### config.mk
export PLATFORM = sky130hd
export DESIGN_NAME = rim_div_cell
export DESIGN_NICKNAME = d
export VERILOG_FILES = /design/src/hw/rtl/rim_pkg.sv /design/src/hw/rtl/rim_div_cell.sv
export SDC_FILE = /design/constraint.sdc
export NUM_CORES = 1
export LEC_CHECK = 0
export ABC_AREA = 1
export BUFFER_PORTS_ARGS = -buffer_cell sky130_fd_sc_hd__buf_4
export CAP_MARGIN = 25
export CORE_ASPECT_RATIO = 1.2
export CORE_UTILIZATION = 40
export DETAILED_ROUTE_END_ITERATION = 10
export GPL_TIMING_DRIVEN = 0
export PLACE_DENSITY_LB_ADDON = 0.3
export REMOVE_ABC_BUFFERS = 1
export SLEW_MARGIN = 20
export SYNTH_ARGS = -nofsm -noshare
export SYNTH_HDL_FRONTEND = slang
export SYNTH_SLANG_ARGS = --single-unit
### constraint.sdc
create_clock -name clk -period 9.5 [get_ports clk]
set_clock_uncertainty 0.15 [all_clocks]
set_input_delay 1.9 -clock clk [delete_from_list [all_inputs] [get_ports clk]]
set_output_delay 1.9 -clock clk [all_outputs]
set_load 0.005 [all_outputs]
### src/hw/rtl/rim_pkg.sv
// ----------------------------------------------------------------------------
// rim_pkg
// Shared constants and the word carried down the divider chain.
// ----------------------------------------------------------------------------
package rim_pkg;

  localparam int MAX_PIXELS = 131072;
  localparam int POS_W      = $clog2(MAX_PIXELS);
  localparam int SIZE_W     = 18;
  localparam int PIX_W      = 16;
  localparam int NUM_CELLS  = PIX_W;
  localparam int PADDR_W    = 3;

  localparam logic [PADDR_W-1:0] ADDR_IMAGE_PIXELS = 3'd0;
  localparam logic [SIZE_W-1:0]  IMAGE_PIXELS_RST  = SIZE_W'(MAX_PIXELS);

  typedef struct packed {
    logic             valid;
    logic [PIX_W-1:0] x;
    logic [PIX_W-1:0] m;
    logic             neg;
    logic [PIX_W-1:0] a;
    logic [PIX_W-1:0] rem;
    logic [PIX_W-1:0] q;
    logic [PIX_W-1:0] n;
    logic             restart;
    logic [POS_W-1:0] pos;
    logic             last;
  } cell_t;

endpackage

### src/hw/rtl/rim_div_cell.sv
// ----------------------------------------------------------------------------
// rim_div_cell
// One restoring-division step: retires one quotient bit per cell.
// ----------------------------------------------------------------------------
module rim_div_cell (
  input  logic          clk,
  input  logic          rst,
  input  logic          adv,
  input  rim_pkg::cell_t d_in,
  output rim_pkg::cell_t d_out
);

  logic [rim_pkg::PIX_W:0]   cat;
  logic                      ge;
  logic [rim_pkg::PIX_W:0]   diff;
  rim_pkg::cell_t            d_next;

  always_comb begin
    cat    = {d_in.rem, d_in.a[rim_pkg::PIX_W-1]};
    ge     = cat >= {1'b0, d_in.n};
    diff   = cat - {1'b0, d_in.n};
    d_next = d_in;
    d_next.rem = ge ? diff[rim_pkg::PIX_W-1:0] : cat[rim_pkg::PIX_W-1:0];
    d_next.q   = {d_in.q[rim_pkg::PIX_W-2:0], ge};
    d_next.a   = {d_in.a[rim_pkg::PIX_W-2:0], 1'b0};
  end

  always_ff @(posedge clk) begin
    if (rst) begin
      d_out.valid <= 1'b0;
    end else if (adv) begin
      d_out <= d_next;
    end
  end

endmodule

* Word level (Yosys, flattened, before mapping)
Index checks and enable logic that the tools add are counted.
Widths: inputs -> output; s select.
** Word-level totals
- Input port bits :: 120
- Output and inout bits :: 117
- Bits in registers :: 116
- Word-level logic and storage cells :: 16
** Operators by class
- $add $sub $neg :: 1
- $lt $le $gt $ge :: 1
- Mux-type cells :: 1
- Reductions and logical operators :: 1
- Bitwise operators :: 1
** Operator list (number)
- $ge 17x16->1 :: 1
- $mux 16 :: 1
- $sub 16x16->16 :: 1
- $reduce_and 2->1 :: 1
- $not 1->1 :: 1

* Longest topological paths before layout
- Depth after elaboration :: 2
- Depth in mapped cells :: 14
- Mapped depth without buffers :: 13

* Worst setup path after synthesis
No wires, ideal clock.
- Path kind :: input port to flip-flop
- Start :: in adv
- End :: reg d_out[0] (netlist bit) (enable)
- Data required time :: 8.756 ns
- Library setup time :: 0.594 ns
- Path buffers :: 0
- Arrival :: 6.779 ns
- Slack :: 1.977 ns
- Stages on the path :: 2
- Path through :: inv_1 -> nor2_1
** On the way
- Word-level cells in the longest chain between the ends :: 1
** RTL lines
- from (decl) :: line rim_div_cell.sv:8 : input logic adv,
- $reduce_and 2->1 (no source line)
- to (signal assigned) :: line rim_div_cell.sv:32 : d_out <= d_next;
- to (decl) :: line rim_div_cell.sv:10 : output rim_pkg::cell_t d_out
No other way between the ends.
A chain may end at the register's enable or synchronous reset.

==> results by group <==
Global route
  • Met1 Track Usage GR: 21.09%
  • Met2 usage: between 30% and 40%
  • Total GRT Usage: just over 20%
  • Vias in the first global route: 3722
  • Largest net degree at the start of global routing: 29
  • GR Util met3: ~7.5%
  • GR Overflow Total: 0
  • Antenna violations before repair: 0
  • GR peak layer: met2
  • First-pass GRT wire length: approximately 19000 um

STA
  • Slew Viols, Final: 0
  • Maximum clock frequency: 0.2570 GHz
  • Least-Margin Pin Slew: between 0.5 and 0.6 ns
  • Hold Vio Cnt, Final: 0
  • Unrepaired setup endpoints after global routing: no
  • Hold Slack: ~0.34 ns
  • Tcrit/Tclk final: 40.95%
  • Setup TNS: 0 ns
  • Max-slew headroom: about two thirds
  • Final min period: roughly 3.9 ns
  • Final-report setup violation count: 0

Layout
  • Fraction of layout cells with a size suffix above 1: a little over two fifths
  • Top Registers: d_out x116
  • Nets: a little under 800
  • Fin area: 0.007470 mm^2
  • Fillers: 890
  • Finished Layout Cells: around 820
  • Top reg by flops: d_out
  • N_diodes: 0
  • Largest register FFs: 116
  • Area delta synth->final: 54.86%

Clock tree
  • Number of buffers added for setup after CTS: 0
  • Clock transition at path regs: ~0.060 ns
  • CTS tree: done
  • Skew-Pair Late Insertion Delay: about 0.4 ns
  • CTS sink count: 116
  • Clk root buf: clkbuf_16
  • Bufs on Longest Clock Path: 2
  • Post-CTS sizing: 0
  • CTS Buf Count: 17
  • Number of buffers added to fix hold violations after cts: 0
  • H-tree Lvls: 4

Floorplanning
  • Die ar.: 0.01250 mm^2
  • Starting Density: around two fifths
  • Chip height: 122.3 um
  • Ports: roughly 240
  • Area of the core: between 0.01 and 0.015 mm^2
  • Die X: between 100 and 150 um
  • FP Rows: 43

Power and ir drop
  • P_leak: approximately 3.5 nW
  • Max VDD drop: about 130 uV
  • Pwr Density: around 200 mW/mm^2
  • Tot Pwr: approximately 1.5 mW

Synth
  • Avg Cell Area, Syn: 12.30 um^2
  • Cell Area, Synth: approximately 0.0048 mm^2
  • Synth cell count leaders: 122 x nand2_1, 115 x edfxtp_1, 61 x inv_1
  • Top-count cell post-synth: nand2_1
  • Yosys top cell by area: edfxtp_1
  • Most used flip-flop cell after synthesis: edfxtp_1
  • Synth Instances: between 300 and 400
  • Top post-synthesis cells by area: edfxtp_1 72%, nand2_1 9.5%, inv_1 4.7%
  • EDFF count, synth: ~120
  • Distinct cell type count of the synthesized netlist: 25
  • Yosys top cell area share: a little under three quarters
  • Synthesized flop and latch total: ~120
  • Register area share after synthesis: approximately 70%
  • Synth warn: 0
  • Share of synthesized flip-flops with an asynchronous set or reset: 0%

Detailed routing
  • Vias after detailed routing: approximately 3800
  • DR vias/cell: about 4.6
  • Iteration-0 DRC Markers: 148
  • Wirelength per Cell: 15.81 um
  • DR pass1 iterations: 5
  • DRC viols: 0
  • Number of routed nets with antenna violations: 0
  • Routed wire length: roughly 13000 um

Critical path
  • Kind of start point of the critical path: input pin
  • Worst EP arrival: just under 4 ns
  • R2R Setup Slk: roughly 9 ns
  • R2R cell count: 2
  • Crit path kind: in -> reg
  • Crit Reg-Reg Endpoint: d_out[116]
  • Worst Setup End Kind: flip-flop
  • CP max FO: 20
  • Worst EP required: between 9 and 10 ns
  • FF-to-FF Start: d_out[116]

Run status
  • Status: finished, final reports clean

Worst hold path
  • Min-delay worst type: reg -> reg
  • WHS Path Cells: 2
  • Hold Startpoint: d_out[116]
  • Hold EP: d_out[116]

Job
  • Max Cap Violations: 0

Place
  • I/O Buffers: 234
  • Dpl cell area: 0.006864 mm^2
  • Gpl congestion: approximately 0.92
  • DP HPWL: 9795 um
  • Placed Instances: 784
## cell type report
type / count / area [um^2] / share of cell area (%)
multi-input combinational: 211 / 1079 / 14.44
clock inverter: 14 / 176.4 / 2.362
inverter: 61 / 229.0 / 3.065
tap: 157 / 196.4 / 2.630
clock buffer: 18 / 429.2 / 5.745
timing repair buffer: 239 / 1887 / 25.26
sequential: 116 / 3473 / 46.50
## worst max-delay path by stage
stage / start / end / cells past startpoint
6_report: d_in[58] / d_out[56] / 11
5_1_grt: d_in[21] / d_out[56] / 12
4_1_cts: d_in[25] / d_out[62] / 12
3_5_place_dp: d_in[25] / d_out[62] / 12
3_3_place_gp: adv / d_out[29] / 3
2_1_floorplan: adv / d_out[0] / 2
## through the flow
stage	worst slack, ns	util [%]
after floorplan	1.977	-
after global placement	0.1105	57.61
after detailed placement	5.182	58.79
after CTS	5.610	63.98
after global routing	5.373	63.98
final	5.609	63.98
## layer usage
metal / wire, um / up-vias
li1: - / 1819
met1: 4592 / 1739
met2: 6843 / 183
met3: 1199 / 24
met4: 267 / 0
met5: 0 / -
## logic make-up (layout without fill, tap and decap cells)
| group | count (synthesis) | in the layout | synth area share [%] |
|---|---|---|---|
| simple gates | 174 | 174 | 15.07 |
| flops | 116 | 116 | 72.01 |
| buf+inv | 65 | 332 | 5.785 |
| fa+ha+maj | 17 | 17 | 4.565 |
| compound gates | 13 | 13 | 1.401 |
| xor+xnor | 6 | 6 | 1.089 |
| other cells | 1 | 1 | 0.07775 |
## critical path, stage by stage
cell	delay [ns]
buf_4	0.12
ha_1	0.37
nand2_2	0.11
nor2_2	0.14
nand3_1	0.16
nand3_2	0.13
nand2_1	0.07
nand2_2	0.32
inv_1	0.36
nand2_1	0.14
nand2_1	0.06
## power breakdown
group	total (mW)	switching, mW	internal, mW	leakage [nW]
Clock	0.655	0.239	0.416	0.291
Combinational	0.197	0.0933	0.104	2.10
Sequential	0.618	0.0106	0.607	1.09
## cell usage in the layout (no fill, tap or decap)
master and count:
buf_4 234, nand2_1 122, edfxtp_1 115, inv_1 61
nand3_1 17, clkbuf_16 17, nor2_1 16, ha_1 16
a21oi_1 10, xor2_1 5, nand4_1 4, clkinv_4 4
buf_16 4, nor2_2 3, bufinv_16 3, inv_6 3
nand2_2 2, nand3_2 2, nor3_1 2, and2_1 2
nand3b_1 2, o21ai_0 2, clkinvlp_4 2, clkinv_2 2
or2_2 1, o21bai_1 1, xnor2_1 1, nor2_4 1
fa_1 1, conb_1 1, clkbuf_1 1, dfxtp_1 1
buf_12 1
No activity file was read; power rests on OpenSTA's default activity.
